<file path="config.mk">
export PLATFORM = sky130hd
export DESIGN_NAME = quadrature_encoder_speed_counter_flat
export DESIGN_NICKNAME = d
export VERILOG_FILES = /design/src/rtl/qesc_pkg.sv /design/src/rtl/qesc_if.sv /design/src/rtl/qesc_front.sv /design/src/rtl/qesc_div.sv /design/src/rtl/qesc_back.sv /design/src/rtl/quadrature_encoder_speed_counter.sv /design/src/flat_wrapper.sv
export SDC_FILE = /design/constraint.sdc
export NUM_CORES = 1
export LEC_CHECK = 0
export ABC_AREA = 1
export BUFFER_PORTS_ARGS = -buffer_cell sky130_fd_sc_hd__clkbuf_2
export CORE_UTILIZATION = 64
export DETAILED_ROUTE_END_ITERATION = 8
export MAX_ROUTING_LAYER = met4
export PLACE_DENSITY = 0.82
export SLEW_MARGIN = 20
export SYNTH_ARGS = -nofsm -noshare
export SYNTH_HDL_FRONTEND = slang
export SYNTH_HIERARCHICAL = 1
export SYNTH_SLANG_ARGS = --single-unit
</file>
<file path="constraint.sdc">
create_clock -name clk_i -period 8 [get_ports clk_i]
set_input_delay 1.6 -clock clk_i [delete_from_list [all_inputs] [get_ports clk_i]]
set_output_delay 1.6 -clock clk_i [all_outputs]
set_load 0.02 [all_outputs]
</file>
<file path="src/rtl/qesc_pkg.sv">
`default_nettype none

package qesc_pkg;

  typedef enum logic [2:0] {
    OP_SAMPLE   = 3'd0,
    OP_READ     = 3'd1,
    OP_READ_CLR = 3'd2,
    OP_CLEAR    = 3'd3,
    OP_SPEED    = 3'd4
  } op_e;

  typedef enum logic [2:0] {
    KIND_NONE,
    KIND_SAMPLE,
    KIND_READ,
    KIND_READ_CLR,
    KIND_CLEAR,
    KIND_SPEED
  } kind_e;

  typedef enum logic [1:0] {
    REG_PPR      = 2'd0,
    REG_INTERVAL = 2'd1,
    REG_FILTER   = 2'd2
  } reg_e;

  typedef enum logic {
    BK_IDLE,
    BK_SPEED
  } back_state_e;

  typedef enum logic [1:0] {
    DV_IDLE,
    DV_MUL,
    DV_RUN,
    DV_DONE
  } div_state_e;

  localparam logic [15:0] PPR_RESET      = 16'd0;
  localparam logic [15:0] INTERVAL_RESET = 16'd10;
  localparam logic [3:0]  FILTER_RESET   = 4'd6;
  localparam logic [3:0]  FILTER_MAX     = 4'd8;
  localparam logic [23:0] RPM_Q8_SCALE   = 24'd15360000;
  localparam int unsigned VALUE_W        = 16;
  localparam int unsigned SPEED_W        = 38;
  localparam int unsigned DEN_W          = 34;

  typedef struct packed {
    kind_e      kind;
    logic       motor;
    logic [3:0] pins;
  } req_t;

  typedef struct packed {
    logic start;
    logic take;
  } div_ctl_t;

  function automatic logic [1:0] phase_of(input logic a, input logic b);
    logic [1:0] p;
    if (a) begin
      p = b ? 2'd2 : 2'd1;
    end else begin
      p = b ? 2'd3 : 2'd0;
    end
    return p;
  endfunction

endpackage

`default_nettype wire

</file>
<file path="src/rtl/qesc_if.sv">
`default_nettype none

interface qesc_in_if;
  logic       valid;
  logic       ready;
  logic [2:0] operation;
  logic       motor_select;
  logic       pin_a_first;
  logic       pin_b_first;
  logic       pin_a_second;
  logic       pin_b_second;

  modport source (
    output valid, operation, motor_select, pin_a_first, pin_b_first,
           pin_a_second, pin_b_second,
    input  ready
  );
  modport sink (
    input  valid, operation, motor_select, pin_a_first, pin_b_first,
           pin_a_second, pin_b_second,
    output ready
  );
endinterface

interface qesc_out_if;
  logic               valid;
  logic               ready;
  logic signed [15:0] count_value;
  logic signed [37:0] speed_rpm_q8;

  modport source (
    output valid, count_value, speed_rpm_q8,
    input  ready
  );
  modport sink (
    input  valid, count_value, speed_rpm_q8,
    output ready
  );
endinterface

`default_nettype wire

</file>
<file path="src/rtl/qesc_front.sv">
`default_nettype none

module qesc_front import qesc_pkg::*; #(
  parameter int unsigned NUM_MOTORS = 2
) (
  input  wire logic clk_i,
  input  wire logic rst_ni,
  qesc_in_if.sink   req_i,
  input  wire logic pop_i,
  output logic      q_valid_o,
  output req_t      q_req_o
);

  req_t       mem_q [2];
  logic       wr_ptr_q;
  logic       rd_ptr_q;
  logic [1:0] fill_q;
  logic       push;
  logic       pop;
  logic       motor_ok;
  req_t       dec;

  assign motor_ok = (NUM_MOTORS > 1) || !req_i.motor_select;

  always_comb begin
    dec.motor = req_i.motor_select;
    dec.pins  = {req_i.pin_b_second, req_i.pin_a_second, req_i.pin_b_first, req_i.pin_a_first};
    case (op_e'(req_i.operation))
      OP_SAMPLE:   dec.kind = KIND_SAMPLE;
      OP_READ:     dec.kind = motor_ok ? KIND_READ : KIND_NONE;
      OP_READ_CLR: dec.kind = motor_ok ? KIND_READ_CLR : KIND_NONE;
      OP_CLEAR:    dec.kind = motor_ok ? KIND_CLEAR : KIND_NONE;
      OP_SPEED:    dec.kind = motor_ok ? KIND_SPEED : KIND_NONE;
      default:     dec.kind = KIND_NONE;
    endcase
  end

  assign req_i.ready = (fill_q != 2'd2);
  assign push        = req_i.valid && req_i.ready;
  assign q_valid_o   = (fill_q != 2'd0);
  assign pop         = pop_i && q_valid_o;
  assign q_req_o     = mem_q[rd_ptr_q];

  always_ff @(posedge clk_i) begin
    if (push) begin
      mem_q[wr_ptr_q] <= dec;
    end
  end

  always_ff @(posedge clk_i or negedge rst_ni) begin
    if (!rst_ni) begin
      wr_ptr_q <= 1'b0;
      rd_ptr_q <= 1'b0;
      fill_q   <= 2'd0;
    end else begin
      if (push) begin
        wr_ptr_q <= ~wr_ptr_q;
      end
      if (pop) begin
        rd_ptr_q <= ~rd_ptr_q;
      end
      if (push && !pop) begin
        fill_q <= fill_q + 2'd1;
      end else if (pop && !push) begin
        fill_q <= fill_q - 2'd1;
      end
    end
  end

endmodule

`default_nettype wire

</file>
<file path="src/rtl/qesc_div.sv">
`default_nettype none

module qesc_div import qesc_pkg::*; #(
  parameter int unsigned COUNT_WIDTH = 16
) (
  input  wire logic                   clk_i,
  input  wire logic                   rst_ni,
  input  wire div_ctl_t               ctl_i,
  input  wire logic                   neg_i,
  input  wire logic [COUNT_WIDTH-1:0] mag_i,
  input  wire logic [15:0]            ppr_i,
  input  wire logic [15:0]            interval_i,
  output logic                        done_o,
  output logic [SPEED_W-1:0]          speed_o
);

  localparam int unsigned NW  = COUNT_WIDTH + 24;
  localparam int unsigned SW  = (NW + 1 > SPEED_W) ? NW + 1 : SPEED_W;
  localparam int unsigned STW = $clog2(NW);

  div_state_e              state_q, state_d;
  logic                    neg_q;
  logic [COUNT_WIDTH-1:0]  mag_q;
  logic [15:0]             ppr_q;
  logic [15:0]             interval_q;
  logic [NW-1:0]           num_q;
  logic [DEN_W-1:0]        den_q;
  logic [DEN_W-1:0]        rem_q;
  logic [STW-1:0]          step_q;
  logic [NW-1:0]           prod;
  logic [31:0]             den_prod;
  logic [DEN_W:0]          rem_sh;
  logic                    fits;
  logic [SW-1:0]           q_wide;
  logic [SW-1:0]           q_signed;

  assign prod     = mag_q * RPM_Q8_SCALE;
  assign den_prod = ppr_q * interval_q;
  assign rem_sh   = {rem_q, num_q[NW-1]};
  assign fits     = rem_sh >= {1'b0, den_q};
  assign q_wide   = SW'(num_q);
  assign q_signed = neg_q ? (~q_wide + SW'(1)) : q_wide;
  assign speed_o  = q_signed[SPEED_W-1:0];
  assign done_o   = (state_q == DV_DONE);

  always_comb begin
    state_d = state_q;
    case (state_q)
      DV_IDLE: if (ctl_i.start) begin
        state_d = DV_MUL;
      end
      DV_MUL: begin
        state_d = (den_prod == 32'd0) ? DV_DONE : DV_RUN;
      end
      DV_RUN: if (step_q == STW'(NW - 1)) begin
        state_d = DV_DONE;
      end
      DV_DONE: if (ctl_i.take) begin
        state_d = DV_IDLE;
      end
      default: state_d = DV_IDLE;
    endcase
  end

  always_ff @(posedge clk_i or negedge rst_ni) begin
    if (!rst_ni) begin
      state_q <= DV_IDLE;
    end else begin
      state_q <= state_d;
    end
  end

  always_ff @(posedge clk_i) begin
    case (state_q)
      DV_IDLE: if (ctl_i.start) begin
        neg_q      <= neg_i;
        mag_q      <= mag_i;
        ppr_q      <= ppr_i;
        interval_q <= interval_i;
      end
      DV_MUL: begin
        num_q  <= (den_prod == 32'd0) ? '0 : prod;
        den_q  <= {den_prod, 2'b00};
        rem_q  <= '0;
        step_q <= '0;
      end
      DV_RUN: begin
        rem_q  <= fits ? DEN_W'(rem_sh - {1'b0, den_q}) : rem_sh[DEN_W-1:0];
        num_q  <= {num_q[NW-2:0], fits};
        step_q <= step_q + STW'(1);
      end
      default: ;
    endcase
  end

endmodule

`default_nettype wire

</file>
<file path="src/rtl/qesc_back.sv">
`default_nettype none

module qesc_back import qesc_pkg::*; #(
  parameter int unsigned COUNT_WIDTH = 16,
  parameter int unsigned NUM_MOTORS  = 2
) (
  input  wire logic        clk_i,
  input  wire logic        rst_ni,
  input  wire logic [15:0] ppr_i,
  input  wire logic [15:0] interval_i,
  input  wire logic [3:0]  filter_i,
  input  wire logic        q_valid_i,
  input  wire req_t        q_req_i,
  output logic             q_pop_o,
  qesc_out_if.source       rsp_o
);

  localparam int unsigned NP = 2 * NUM_MOTORS;

  back_state_e              state_q, state_d;
  logic [COUNT_WIDTH-1:0]   cnt_q [NUM_MOTORS];
  logic [COUNT_WIDTH-1:0]   cnt_d [NUM_MOTORS];
  logic [NP-1:0]            lvl_q, lvl_d;
  logic [2:0]               run_q [NP];
  logic [2:0]               run_d [NP];
  logic [NP-1:0]            raw;
  logic [1:0]               step [NUM_MOTORS];
  logic [3:0]               need;
  logic [COUNT_WIDTH-1:0]   sel_cnt;
  logic signed [31:0]       sel_ext;
  logic [VALUE_W-1:0]       sel_val;
  logic                     sel_neg;
  logic [COUNT_WIDTH-1:0]   sel_mag;
  logic [VALUE_W-1:0]       cval_q, cval_d;
  logic                     out_valid_q;
  logic [VALUE_W-1:0]       out_cnt_q;
  logic [SPEED_W-1:0]       out_spd_q;
  logic                     load_ok;
  logic                     load;
  logic [VALUE_W-1:0]       load_cnt;
  logic [SPEED_W-1:0]       load_spd;
  logic                     exec_sample;
  logic                     clr;
  div_ctl_t                 div_ctl;
  logic                     div_done;
  logic [SPEED_W-1:0]       div_speed;

  for (genvar i = 0; i < NP; i++) begin : g_raw
    if (i < 4) begin : g_pin
      assign raw[i] = q_req_i.pins[i];
    end else begin : g_zero
      assign raw[i] = 1'b0;
    end
  end

  assign need = (filter_i == 4'd0) ? 4'd1 : ((filter_i > FILTER_MAX) ? FILTER_MAX : filter_i);

  always_comb begin
    sel_cnt = cnt_q[0];
    for (int m = 0; m < NUM_MOTORS; m++) begin
      if (m == int'(q_req_i.motor)) begin
        sel_cnt = cnt_q[m];
      end
    end
  end

  assign sel_ext = 32'($signed(sel_cnt));
  assign sel_val = sel_ext[VALUE_W-1:0];
  assign sel_neg = sel_cnt[COUNT_WIDTH-1];
  assign sel_mag = sel_neg ? (~sel_cnt + COUNT_WIDTH'(1)) : sel_cnt;

  assign load_ok = !out_valid_q || rsp_o.ready;

  always_comb begin
    state_d     = state_q;
    q_pop_o     = 1'b0;
    div_ctl     = '0;
    load        = 1'b0;
    load_cnt    = '0;
    load_spd    = '0;
    cval_d      = cval_q;
    exec_sample = 1'b0;
    clr         = 1'b0;
    case (state_q)
      BK_IDLE: if (q_valid_i) begin
        if (q_req_i.kind == KIND_SPEED) begin
          q_pop_o       = 1'b1;
          div_ctl.start = 1'b1;
          cval_d        = sel_val;
          clr           = 1'b1;
          state_d       = BK_SPEED;
        end else if (load_ok) begin
          q_pop_o = 1'b1;
          load    = 1'b1;
          case (q_req_i.kind)
            KIND_SAMPLE: exec_sample = 1'b1;
            KIND_READ: load_cnt = sel_val;
            KIND_READ_CLR: begin
              load_cnt = sel_val;
              clr      = 1'b1;
            end
            KIND_CLEAR: clr = 1'b1;
            default: ;
          endcase
        end
      end
      BK_SPEED: if (div_done && load_ok) begin
        load         = 1'b1;
        load_cnt     = cval_q;
        load_spd     = div_speed;
        div_ctl.take = 1'b1;
        state_d      = BK_IDLE;
      end
      default: state_d = BK_IDLE;
    endcase
  end

  always_comb begin
    lvl_d = lvl_q;
    for (int i = 0; i < NP; i++) begin
      run_d[i] = run_q[i];
      if (exec_sample) begin
        if (raw[i] == lvl_q[i]) begin
          run_d[i] = 3'd0;
        end else if (({1'b0, run_q[i]} + 4'd1) >= need) begin
          lvl_d[i] = raw[i];
          run_d[i] = 3'd0;
        end else begin
          run_d[i] = run_q[i] + 3'd1;
        end
      end
    end
  end

  always_comb begin
    for (int m = 0; m < NUM_MOTORS; m++) begin
      step[m]  = phase_of(lvl_d[2*m], lvl_d[2*m+1]) - phase_of(lvl_q[2*m], lvl_q[2*m+1]);
      cnt_d[m] = cnt_q[m];
      if (exec_sample && step[m] == 2'd1) begin
        cnt_d[m] = cnt_q[m] + COUNT_WIDTH'(1);
      end else if (exec_sample && step[m] == 2'd3) begin
        cnt_d[m] = cnt_q[m] - COUNT_WIDTH'(1);
      end
      if (clr && m == int'(q_req_i.motor)) begin
        cnt_d[m] = '0;
      end
    end
  end

  always_ff @(posedge clk_i or negedge rst_ni) begin
    if (!rst_ni) begin
      state_q     <= BK_IDLE;
      lvl_q       <= '0;
      out_valid_q <= 1'b0;
      for (int i = 0; i < NP; i++) begin
        run_q[i] <= 3'd0;
      end
      for (int m = 0; m < NUM_MOTORS; m++) begin
        cnt_q[m] <= '0;
      end
    end else begin
      state_q <= state_d;
      lvl_q   <= lvl_d;
      run_q   <= run_d;
      cnt_q   <= cnt_d;
      if (load) begin
        out_valid_q <= 1'b1;
      end else if (rsp_o.ready) begin
        out_valid_q <= 1'b0;
      end
    end
  end

  always_ff @(posedge clk_i) begin
    cval_q <= cval_d;
    if (load) begin
      out_cnt_q <= load_cnt;
      out_spd_q <= load_spd;
    end
  end

  assign rsp_o.valid        = out_valid_q;
  assign rsp_o.count_value  = out_cnt_q;
  assign rsp_o.speed_rpm_q8 = out_spd_q;

  qesc_div #(
    .COUNT_WIDTH(COUNT_WIDTH)
  ) u_div (
    .clk_i      (clk_i),
    .rst_ni     (rst_ni),
    .ctl_i      (div_ctl),
    .neg_i      (sel_neg),
    .mag_i      (sel_mag),
    .ppr_i      (ppr_i),
    .interval_i (interval_i),
    .done_o     (div_done),
    .speed_o    (div_speed)
  );

endmodule

`default_nettype wire

</file>
<file path="src/rtl/quadrature_encoder_speed_counter.sv">
// Channel  Modport       Handshake      Payload
// req_i    sink          valid/ready    operation, motor_select, four pin levels
// rsp_o    source        valid/ready    count_value, speed_rpm_q8
// apb      psel/penable  pready high    pulses_per_rev, sample_interval_ms, filter_samples
//
// Sample, read, read-and-clear and clear requests are done in the idle back end once the output can load.
// A speed request uses the bit-serial divider, which produces one quotient bit per cycle after
// a multiply state; its result is loaded once the output register is free.
// With a zero ppr or interval the divide loop is skipped and the speed result is zero.
// Reset clears counters, filters, queue and output; registers return to 0, 10 and 6.
// A two-entry queue and the output register let either side stall independently.
`default_nettype none

module quadrature_encoder_speed_counter import qesc_pkg::*; #(
  parameter int unsigned COUNT_WIDTH = 16,
  parameter int unsigned NUM_MOTORS  = 2
) (
  input  wire logic        clk_i,
  input  wire logic        rst_ni,
  qesc_in_if.sink          req_i,
  qesc_out_if.source       rsp_o,
  input  wire logic        psel,
  input  wire logic        penable,
  input  wire logic        pwrite,
  input  wire logic [3:0]  paddr,
  input  wire logic [31:0] pwdata,
  output logic [31:0]      prdata,
  output logic             pready
);

  logic [15:0] ppr_q;
  logic [15:0] interval_q;
  logic [3:0]  filter_q;
  logic        cfg_wr;
  logic        q_valid;
  logic        q_pop;
  req_t        q_req;

  assign pready = 1'b1;
  assign cfg_wr = psel && penable && pwrite;

  always_ff @(posedge clk_i or negedge rst_ni) begin
    if (!rst_ni) begin
      ppr_q      <= PPR_RESET;
      interval_q <= INTERVAL_RESET;
      filter_q   <= FILTER_RESET;
    end else if (cfg_wr) begin
      case (reg_e'(paddr[3:2]))
        REG_PPR:      ppr_q      <= pwdata[15:0];
        REG_INTERVAL: interval_q <= pwdata[15:0];
        REG_FILTER:   filter_q   <= pwdata[3:0];
        default: ;
      endcase
    end
  end

  always_comb begin
    case (reg_e'(paddr[3:2]))
      REG_PPR:      prdata = {16'd0, ppr_q};
      REG_INTERVAL: prdata = {16'd0, interval_q};
      REG_FILTER:   prdata = {28'd0, filter_q};
      default:      prdata = 32'd0;
    endcase
  end

  qesc_front #(
    .NUM_MOTORS(NUM_MOTORS)
  ) u_front (
    .clk_i     (clk_i),
    .rst_ni    (rst_ni),
    .req_i     (req_i),
    .pop_i     (q_pop),
    .q_valid_o (q_valid),
    .q_req_o   (q_req)
  );

  qesc_back #(
    .COUNT_WIDTH(COUNT_WIDTH),
    .NUM_MOTORS (NUM_MOTORS)
  ) u_back (
    .clk_i      (clk_i),
    .rst_ni     (rst_ni),
    .ppr_i      (ppr_q),
    .interval_i (interval_q),
    .filter_i   (filter_q),
    .q_valid_i  (q_valid),
    .q_req_i    (q_req),
    .q_pop_o    (q_pop),
    .rsp_o      (rsp_o)
  );

endmodule

`default_nettype wire
</file>
<file path="src/flat_wrapper.sv">
// flat-port wrapper written by rule: the top's interface ports become plain ports
module quadrature_encoder_speed_counter_flat import qesc_pkg::*;
#(
  parameter int unsigned COUNT_WIDTH = 16,
  parameter int unsigned NUM_MOTORS  = 2
)
  (clk_i, rst_ni, psel, penable, pwrite, paddr, pwdata, prdata, pready, req_i_valid, req_i_operation, req_i_motor_select, req_i_pin_a_first, req_i_pin_b_first, req_i_pin_a_second, req_i_pin_b_second, req_i_ready, rsp_o_valid, rsp_o_count_value, rsp_o_speed_rpm_q8, rsp_o_ready);
  qesc_in_if req_i_i ();
  qesc_out_if rsp_o_i ();
  input  wire logic clk_i;
  input  wire logic rst_ni;
  input  wire logic psel;
  input  wire logic penable;
  input  wire logic pwrite;
  input  wire logic [3:0] paddr;
  input  wire logic [31:0] pwdata;
  output logic [31:0] prdata;
  output logic pready;
  input wire logic [$bits(req_i_i.valid)-1:0] req_i_valid;
  input wire logic [$bits(req_i_i.operation)-1:0] req_i_operation;
  input wire logic [$bits(req_i_i.motor_select)-1:0] req_i_motor_select;
  input wire logic [$bits(req_i_i.pin_a_first)-1:0] req_i_pin_a_first;
  input wire logic [$bits(req_i_i.pin_b_first)-1:0] req_i_pin_b_first;
  input wire logic [$bits(req_i_i.pin_a_second)-1:0] req_i_pin_a_second;
  input wire logic [$bits(req_i_i.pin_b_second)-1:0] req_i_pin_b_second;
  output wire logic [$bits(req_i_i.ready)-1:0] req_i_ready;
  output wire logic [$bits(rsp_o_i.valid)-1:0] rsp_o_valid;
  output wire logic [$bits(rsp_o_i.count_value)-1:0] rsp_o_count_value;
  output wire logic [$bits(rsp_o_i.speed_rpm_q8)-1:0] rsp_o_speed_rpm_q8;
  input wire logic [$bits(rsp_o_i.ready)-1:0] rsp_o_ready;
  assign req_i_i.valid = req_i_valid;
  assign req_i_i.operation = req_i_operation;
  assign req_i_i.motor_select = req_i_motor_select;
  assign req_i_i.pin_a_first = req_i_pin_a_first;
  assign req_i_i.pin_b_first = req_i_pin_b_first;
  assign req_i_i.pin_a_second = req_i_pin_a_second;
  assign req_i_i.pin_b_second = req_i_pin_b_second;
  assign req_i_ready = req_i_i.ready;
  assign rsp_o_valid = rsp_o_i.valid;
  assign rsp_o_count_value = rsp_o_i.count_value;
  assign rsp_o_speed_rpm_q8 = rsp_o_i.speed_rpm_q8;
  assign rsp_o_i.ready = rsp_o_ready;
  quadrature_encoder_speed_counter #(.COUNT_WIDTH(COUNT_WIDTH), .NUM_MOTORS(NUM_MOTORS)) u_core (.clk_i(clk_i), .rst_ni(rst_ni), .req_i(req_i_i), .rsp_o(rsp_o_i), .psel(psel), .penable(penable), .pwrite(pwrite), .paddr(paddr), .pwdata(pwdata), .prdata(prdata), .pready(pready));
endmodule
</file>
# Word-level counts from Yosys, hierarchy flattened
# Memory sizes are Yosys's and may differ from the RTL's.
# Index checks and enable logic that the tools add are counted.
# W data, S select, Z words.
[totals] ff_bits=323 mem_bits_rw=16 in_bits=51 out_inout_bits=89 word_cells=218 mem_count=1
[op_classes] add_sub_neg=20 mul=2 n_lt_le_gt_ge=6 eq_ne=27 n_mux=91 bitwise_logic=6 reduce_logical=37
[mem_list] name="u_core.u_front.mem_q" words=2 width=8 read_ports=1 rd_ports_with_merged_regs=0 write_ports=1 line="qesc_front.sv:14" rtl="req_t mem_q [2];"
[ops] op="$mux W16" count=12
[ops] op="$pmux W40 S2" count=1
[ops] op="$pmux W34 S2" count=1
[ops] op="$add A16 B1 Y16 const B" count=3
[ops] op="$pmux W16 S3" count=1
[ops] op="$mux W40" count=1
[ops] op="$mux W1" count=39
[ops] op="$add A38 B1 Y38 const B" count=1
[ops] op="$mux W38" count=1
[ops] op="$not A38 Y38" count=1
[ops] op="$ge A35 B34 Y1" count=1
[ops] op="$mux W2" count=17
[ops] op="$mux W34" count=1
[ops] op="$sub A34 B34 Y34" count=1
[ops] op="$logic_not A32 Y1" count=1
[ops] op="$mul A16 B16 Y32" count=1
[ops] op="$pmux W16 S2" count=1
[ops] op="$sub A16 B1 Y16 const B" count=2
[ops] op="$mul A16 B11 Y27 const B" count=1
[ops] op="$mux W3" count=8
[ops] op="$add A3 B1 Y4 const B" count=4
[ops] op="$ge A4 B4 Y1" count=4
[ops] op="$not A16 Y16" count=1
[ops] op="$mux W15" count=1
[ops] op="32 further kinds" count=84

# Longest topological paths before layout
# Gate-level depths: netlist of run 1.
# An unclocked memory read counts as a cell.
[logic_depth] depth_word=16 depth_mapped=33 mapped_depth_nobuf=31

# By module
# Netlist of run 1, hierarchy kept.
[modules_own_cells] module="qesc_div" instances=1 cells_per_inst=2730 area_each_um2=21879.7 seq_area_each_um2=4884.7
[modules_own_cells] module="qesc_back" instances=1 cells_per_inst=840 area_each_um2=7154.4 seq_area_each_um2=3353.2
[modules_own_cells] module="quadrature_encoder_speed_counter" instances=1 cells_per_inst=239 area_each_um2=1816.7 seq_area_each_um2=905.9
[modules_own_cells] module="qesc_front" instances=1 cells_per_inst=76 area_each_um2=852.1 seq_area_each_um2=580.6

# Worst setup path before layout of run 1
# OpenSTA, ideal clock, no wires.
[synth_path] kind="register to register" startpoint="reg u_core.u_back.u_div.ppr_q[0]" endpoint="reg u_core.u_back.u_div.num_q[27], data pin" setup_ps=253 t_arrival_ps=5807 required_time_ps=7747 setup_slack_ps=1940 path_stages_with_launch=29 n_path_buf=3 period_less_slack_ps=6060 path_cell_list="edfxtp_1 clkbuf_1 clkbuf_1 nand2_1 fa_1 fa_1 inv_1 fa_1 fa_1 fa_1 inv_1 fa_1 inv_1 ha_1 nand2_1 nor2_1 and2_1 and2_1 nand2_1 nand2_1 nand2_1 nand2_2 nor2_1 nand2_1 nor2_4 nand3_4 buf_6 nand3_1 nand2_1"
[synth_via] elab_chain_cells=4
[synth_lines] item="start: declaration" line="qesc_div.sv:24" rtl="logic [15:0] ppr_q;"
[synth_lines] item="start signal: assignment" line="qesc_div.sv:78" rtl="ppr_q <= ppr_i;"
[synth_lines] item="$mul A16 B16 Y32" line="qesc_div.sv:38" rtl="assign den_prod = ppr_q * interval_q;"
[synth_lines] item="via u_core.u_back.u_div.den_prod[30]" line="qesc_div.sv:31" rtl="logic [31:0] den_prod;"
[synth_lines] item="$logic_not A32 Y1" line="qesc_div.sv:82" rtl="num_q <= (den_prod == 32'd0) ? '0 : prod;"
[synth_lines] item="$mux W40" line="qesc_div.sv:82"
[synth_lines] item="$pmux W40 S2" line="qesc_div.sv:74" rtl="case (state_q)"
[synth_lines] item="end signal: assignment" line="qesc_div.sv:82"
[synth_lines] item="end signal: assignment" line="qesc_div.sv:89" rtl="num_q <= {num_q[NW-2:0], fits};"
[synth_lines] item="end: declaration" line="qesc_div.sv:26" rtl="logic [NW-1:0] num_q;"
# The timed path passes the listed nets, and every way through them passes these cells.
# A chain may end at the register's enable or synchronous reset.

# Worst setup path after layout of run 1
[layout_path] startpoint="reg u_core.u_back.u_div.ppr_q[7]" endpoint="reg u_core.u_back.u_div.num_q[20], data pin"
[layout_via] elab_chain_cells=4
[layout_lines] item="$mul A16 B16 Y32" line="qesc_div.sv:38"
[layout_lines] item="$logic_not A32 Y1" line="qesc_div.sv:82"
[layout_lines] item="$mux W40" line="qesc_div.sv:82"
[layout_lines] item="$pmux W40 S2" line="qesc_div.sv:74"
# No other way between the ends.

==> metrics.txt, run 1 <==
Inserted Clock Buffers=38; max-cap violations=0; postcts setup bufs=0; # rows=81; # setup viols final=0; Synth Flop Type=edfxtp_1; Hold Crit Class=reg2reg; RSZ-0062 raised after global routing=no; CTS resizes=0; initial antenna violation count=1; Critical R2R Launch=u_core/u_back/u_div/ppr_q[7]; DR iter-0 viols=approximately 1.5k; end point of the critical path=u_core/u_back/u_div/num_q[20]; Worst EP arrival=between 7 and 8 ns; largest area contributor in the netlist=edfxtp_1; Yosys reg bits=~340; Design Area, Final=~34,000 sq um; first-pass GRT wire length=between 100,000 and 150,000 microns; hold path depth=0; CTS root buf=clkbuf_16; reg-to-reg endpoint=u_core/u_back/u_div/num_q[20]; Worst path max stage delay=between 0.7 and 0.8 ns; slowest CP cell=edfxtp_1; commonest cells in the netlist=1,040 x nand2_1, 808 x inv_1, 287 x nor2_1; clk slew on worst S/H paths=~0.08 ns; die height=225 microns; clk sinks=339; per-cell routed wire length=between 10 and 15 microns; Slew HR=a little under a third; Area growth, synth to finish=7.00%; skew final=approximately 0.027 ns; vias=24.2k; Placer Congestion=between 0.9 and 1; drc violations=0; First-pass DRT Iterations=5; vias per cell=roughly 5.2; Reg2Reg Depth=29; post-synth cell types=60; largest net degree at the start of global routing=slightly above 80; Hold Vio Cnt, Final=0; vias in the first global route=between 20k and 25k; fin crit period=6.76 ns; GRT overflow=0; Mapped Cells=roughly 3.9k; share of cells above drive strength 1=around 6.4%; port bufs=~100; initial core utilization=roughly two thirds; CP max FO=27; synth top area cells=edfxtp_1 23%, fa_1 16%, nand2_1 12%; Final Net Count=approximately 4.5k; Seq/Total Area, Yosys=30.7%; ys async rst share=27.1%; Ports=140; Post-synth EDFFs=around 250; CP Data Required Time=a little over 8 ns; max-slew violations=0; critical path class=reg2reg; status=finished, final reports clean; Setup TNS Final=0 ns; # fillers=3,852; Die ar.=50,400 sq um; CP Launch Type=flip-flop; top-area cell type share of the netlist area=between 20% and 30%; fmax=148 MHz; Worst R2R Setup Slack=1.24 ns; detailed placement HPWL=between 50,000 and 60,000 microns; total number of yosys warnings=6; final WL=around 66,000 microns; width of the die=roughly 220 microns; CTS tree=yes; global-route usage over all layers=around 28%; Crit. Startpoint=u_core/u_back/u_div/ppr_q[7]; H-tree levels=2; hold_buf cts=0; fin util=69.3%; Final ANT Viol Nets=0; Post-Syn Area=31,700 sq um; Worst Tran Pin Value=approximately 1.0 ns; area post-placement=~33,000 sq um; Final period util=a little over four fifths; Worst-Skew Late Latency=0.57 ns; core area=49,000 sq um; most common cell in the netlist=nand2_1; CTS max path bufs=3; CP Capture Type=flip-flop; Syn Area/Cell=8.16 sq um
-- registers in the layout (all words and copies together) (netlist names), 4 cells and up --
| name | flops |
|---|---|
| u_core/u_front/mem_q | 16 |
| u_core/interval_q | 16 |
| u_core/u_back/run_q | 12 |
| u_core/u_back/u_div/num_q | 40 |
| u_core/u_back/lvl_q | 4 |
| u_core/u_back/u_div/mag_q | 16 |
| u_core/u_back/u_div/interval_q | 16 |
| u_core/u_back/u_div/rem_q | 34 |
| u_core/filter_q | 4 |
| u_core/u_back/u_div/den_q | 32 |
| u_core/u_back/u_div/step_q | 6 |
| u_core/u_back/cnt_q | 32 |
| u_core/u_back/rsp_o.count_value | 16 |
| u_core/u_back/cval_q | 16 |
| u_core/u_back/rsp_o.speed_rpm_q8 | 38 |
| u_core/u_back/u_div/ppr_q | 16 |
| u_core/ppr_q | 16 |
-- cell usage in the layout, fill, tap and decap left out, types with 88 or more instances in the layout --
master,netlist,layout
fa_1,258,258
a21oi_1,123,123
nand3_1,130,130
nand2_1,1040,1039
xor2_1,89,89
o21ai_0,124,124
dfrtp_1,88,88
clkbuf_2,0,103
edfxtp_1,247,247
inv_1,808,807
nor2_1,287,287
ha_1,271,269
-- layout make-up --
| class | instances | area, sq um | share of cell area (%) |
|---|---|---|---|
| Inverter | 819 | 3080 | 9.07 |
| Multi-Input combinational cell | 2615 | 18300 | 54.1 |
| Sequential cell | 339 | 9720 | 28.7 |
| Tap cell | 664 | 831 | 2.45 |
| Clock inverter | 19 | 277 | 0.815 |
| Antenna cell | 1 | 2.50 | 0.00738 |
| Timing Repair Buffer | 117 | 621 | 1.83 |
| Clock buffer | 50 | 1050 | 3.09 |
-- metal layers --
layer / global-route usage (%) / wire length, microns / up-vias / share of wire [%]
met3: 3.98 / 4130 / 121 / 6.3
met2: 47.2 / 31700 / 740 / 48
met1: 36.7 / 28600 / 11295 / 43
li1: - / - / 12058 / -
met5: - / 0 / - / 0
met4: 8.38 / 1620 / 0 / 2.4
-- logic make-up (layout without fill, tap and decap cells) --
logic type / Yosys count / count (layout) / share of synthesized area (%)
muxes: 3 / 3 / 0.0947
AOI/OAI and AO/OA: 354 / 354 / 6.26
adders and majority gates: 529 / 529 / 27.0
xor gates and xnor gates: 140 / 140 / 3.89
and+or+nand+nor: 1572 / 1572 / 20.4
buffers and inverters: 946 / 1005 / 11.7
other: 2 / 18 / 0.0237
DFF: 339 / 339 / 30.7
-- critical path, delay by kind of cell (launching register included) --
kind	cells	cell delay (ns)
adder cells (fa/ha/maj)	7	3.46
AND/OR/NAND/NOR	14	1.80
buffers and inverters	8	0.46
flip-flops	1	0.73
-- metrics by stage --
step	setup slack, ns	hold WS [ns]	cells
finish	1.24	0.456	4624
detailed placement	1.27	0.463	4554
CTS	1.21	0.460	4623
floorplan	1.94	0.447	3900
global placement	1.36	0.461	4554
global route	0.752	0.476	4624
-- worst min path at each step --
stage,startpoint,to,slack [ns]
global placement,u_core/ppr_q[9],u_core/u_back/u_div/ppr_q[9],0.46
CTS,u_core/ppr_q[9],u_core/u_back/u_div/ppr_q[9],0.46
detailed placement,u_core/ppr_q[9],u_core/u_back/u_div/ppr_q[9],0.46
floorplan,u_core/interval_q[0],u_core/u_back/u_div/interval_q[0],0.45
global route,u_core/ppr_q[9],u_core/u_back/u_div/ppr_q[9],0.48
finish,u_core/ppr_q[9],u_core/u_back/u_div/ppr_q[9],0.46
Power of run 1 is not shown: default switching activity piles up to over one toggle a cycle in this logic, so the estimate is an artifact.
==> run 2, diff against run 1 <==
--- a/config.mk
+++ b/config.mk
@@ -7,10 +7,10 @@
 export LEC_CHECK = 0
 export ABC_AREA = 1
 export BUFFER_PORTS_ARGS = -buffer_cell sky130_fd_sc_hd__clkbuf_2
-export CORE_UTILIZATION = 64
+export CORE_UTILIZATION = 58
 export DETAILED_ROUTE_END_ITERATION = 8
 export MAX_ROUTING_LAYER = met4
-export PLACE_DENSITY = 0.82
+export PLACE_DENSITY = 0.79
 export SLEW_MARGIN = 20
 export SYNTH_ARGS = -nofsm -noshare
 export SYNTH_HDL_FRONTEND = slang
==> constraint.sdc (replaced) <==
create_clock -name clk_i -period 5.6 [get_ports clk_i]
set_input_delay 1.12 -clock clk_i [delete_from_list [all_inputs] [get_ports clk_i]]
set_output_delay 1.12 -clock clk_i [all_outputs]
set_load 0.02 [all_outputs]
==> run 2 against run 1 <==
Effect of this change:
- the run now ends with negative setup slack left
- critical path type unchanged
- clock-buffer cell count increased by 7
- non-clock buffer count rose by 159
- highest routed layer unchanged
- global-route usage is 2.9 points lower
- hold slack improved by 0.021 ns
- via count is 2.4% higher
- register-to-register slack got worse by 1.7 ns
- routed wire length rose by 3.2%
- cell count up 4.1%
- largest cell class unchanged
- critical path depth is 2 lower
==> metrics.txt, run 2 (synthesized netlist as in run 1, its figures left out) <==
WHS=0.477 ns (+0.0206 ns); hold_buf cts=0 (unchanged); CP Data Required Time=5.89 ns (-2.40 ns); Antenna diodes=0 (-1); vias=24.8k (+2.4%); # rows=85 (+4.9%); Final ANT Viol Nets=0 (unchanged); Worst-Skew Late Latency=0.55 ns (-0.02 ns); hold path depth=0 (unchanged); initial core utilization=58.8% (-6.0 points); Worst EP arrival=6.36 ns (-0.69 ns); vias in the first global route=24.6k (+1.8%); port bufs=104 (unchanged); Critical R2R Launch=u_core/u_back/u_div/ppr_q[8]; CP Capture Type=flip-flop; GRT overflow=0 (unchanged); Hold Path Origin=u_core/ppr_q[12]; critical path class=reg2reg; largest net degree at the start of global routing=82 (unchanged); RSZ-0062 raised after global routing=yes; Final period util=108% (+24 points); area of the multi-input gates=19,000 sq um (+3.5%); max-cap violations=0 (unchanged); max reg flops=40 (unchanged); max-slew violations=0 (unchanged); CP Launch Type=flip-flop; # fillers=4,220 (+9.6%); first-pass GRT wire length=114,000 microns (+0.55%); commonest non-fill, non-tap cells in the layout=990 x nand2_1, 788 x inv_1, 269 x nor2_1; DR iter-0 viols=1,426 (-6.4%); status=finished, violations left; # setup viols final=29 (+29); fin util=66.7% (-2.6 points); per-cell routed wire length=14.2 microns (-0.92%); First-pass DRT Iterations=7 (+2); H-tree levels=2 (unchanged); Reg area=9720 sq um (unchanged); clk slew on worst S/H paths=0.06 ns (-0.02 ns); failing checks=negative setup slack; final WL=68,200 microns (+3.2%); Worst R2R Setup Slack=-0.47 ns (-1.71 ns); Placer Congestion=0.943 (+3.4%); share of cells above drive strength 1=13.1% (+6.7 points); initial antenna violation count=0 (-1); Die ar.=55,600 sq um (+10%); fin crit period=6.07 ns (-0.693 ns); skew final=0.0158 ns (-0.0111 ns); drc violations=0 (unchanged); global-route usage over all layers=25.6% (-2.9 points); Ports=140 (unchanged); vias per cell=5.15 (-1.6%); CTS tree=yes; most common cell after layout, fill and taps aside=nand2_1; Worst Tran Pin Value=1.05 ns (+0.0165 ns); CTS root buf=clkbuf_16; die height=236 microns (+5.0%); Inserted Clock Buffers=39 (+2.6%); Final Net Count=4,670 (+3.5%); Worst Hold End=u_core/u_back/u_div/ppr_q[12]; Hold Crit Class=reg2reg; Area growth, synth to finish=13.5%; core area=53,900 sq um (+10%); clk sinks=339 (unchanged); detailed placement HPWL=53,100 microns (+4.8%); setup slack after layout=-0.466 ns (-1.71 ns); Slew HR=30.2% (-1.1 points); width of the die=236 microns (+5.0%); Reg2Reg Depth=27 (-6.9%); largest reg by FF count=u_core/u_back/u_div/num_q; reg-to-reg endpoint=u_core/u_back/u_div/num_q[31]; CTS max path bufs=3 (unchanged); Hold Vio Cnt, Final=0 (unchanged); Setup WS pre-CTS=-0.484 ns (-1.75 ns); CP max FO=27 (unchanged); fmax=165 MHz (+11%)
[run 2: cell types whose count changed in the layout (fill, tap and decap cells not counted), moves of 17 or more]
cell	change
ha_1	-17
buf_4	+136
nand2_1	-49
nor2_1	-18
nand2_2	+37
inv_1	-19
[run 2: per-stage QoR]
step	instance area, sq um	cells	setup TNS, ns
floorplan	32200	3900	-0.913
global placement	34000	4724	-10.31
detailed placement	34000	4724	-12.43
CTS	35400	4796	-10.10
global route	36000	4815	-20.42
finish	36000	4815	-12.33
[run 2: area by class of cell]
type | instances | share of cell area (%)
tap | 696 | 2.42
multi-input combinational | 2615 | 52.7
clock buffer | 57 | 3.16
sequential | 339 | 27.0
timing repair buffer | 276 | 5.52
clock inverter | 13 | 0.549
inverter | 819 | 8.57
[run 2: critical path: stages (launching register included)]
cell      delay [ns]
edfxtp_1        0.55
buf_4           0.21
nand2_1         0.08
fa_1            0.57
fa_1            0.45
fa_1            0.48
fa_1            0.52
inv_1           0.05
fa_1            0.47
inv_1           0.05
fa_1            0.49
inv_2           0.05
ha_4            0.33
nand2_8         0.08
nor2_4          0.11
nand3_2         0.09
nand3_2         0.10
buf_4           0.13
nand2_1         0.06
nand3_1         0.09
nand2_2         0.07
nor2_1          0.11
nand2_1         0.10
nor2_4          0.17
nand3_4         0.10
buf_12          0.17
nand3_1         0.09
nand2_1         0.06
[run 2: worst max path at each step]
stage / slack [ns] / endpoint / from
final: -0.47 / u_core/u_back/u_div/num_q[31] / u_core/u_back/u_div/ppr_q[8]
after global placement: -0.41 / u_core/u_back/u_div/num_q[13] / u_core/u_back/u_div/interval_q[4]
after global routing: -0.74 / u_core/u_back/u_div/num_q[31] / u_core/u_back/u_div/interval_q[4]
after floorplan: -0.05 / u_core/u_back/u_div/num_q[27] / u_core/u_back/u_div/ppr_q[9]
after CTS: -0.40 / u_core/u_back/u_div/num_q[31] / u_core/u_back/u_div/interval_q[4]
after detailed placement: -0.48 / u_core/u_back/u_div/num_q[31] / u_core/u_back/u_div/interval_q[4]
[run 2: layer usage]
metal,wire length [microns],GRT usage [%]
met1,30200,32.9
met2,33300,43.2
met3,3030,2.60
met4,1610,7.23
met5,0,-
[run 2: repair_timing]
action	4_1_cts	5_1_grt
gates cloned	0	0
gates resized for setup	11	118
pin swaps	0	17
setup endpoints to repair	28	38
setup buffers	2	19
Power of run 2 is left out for the same reason.
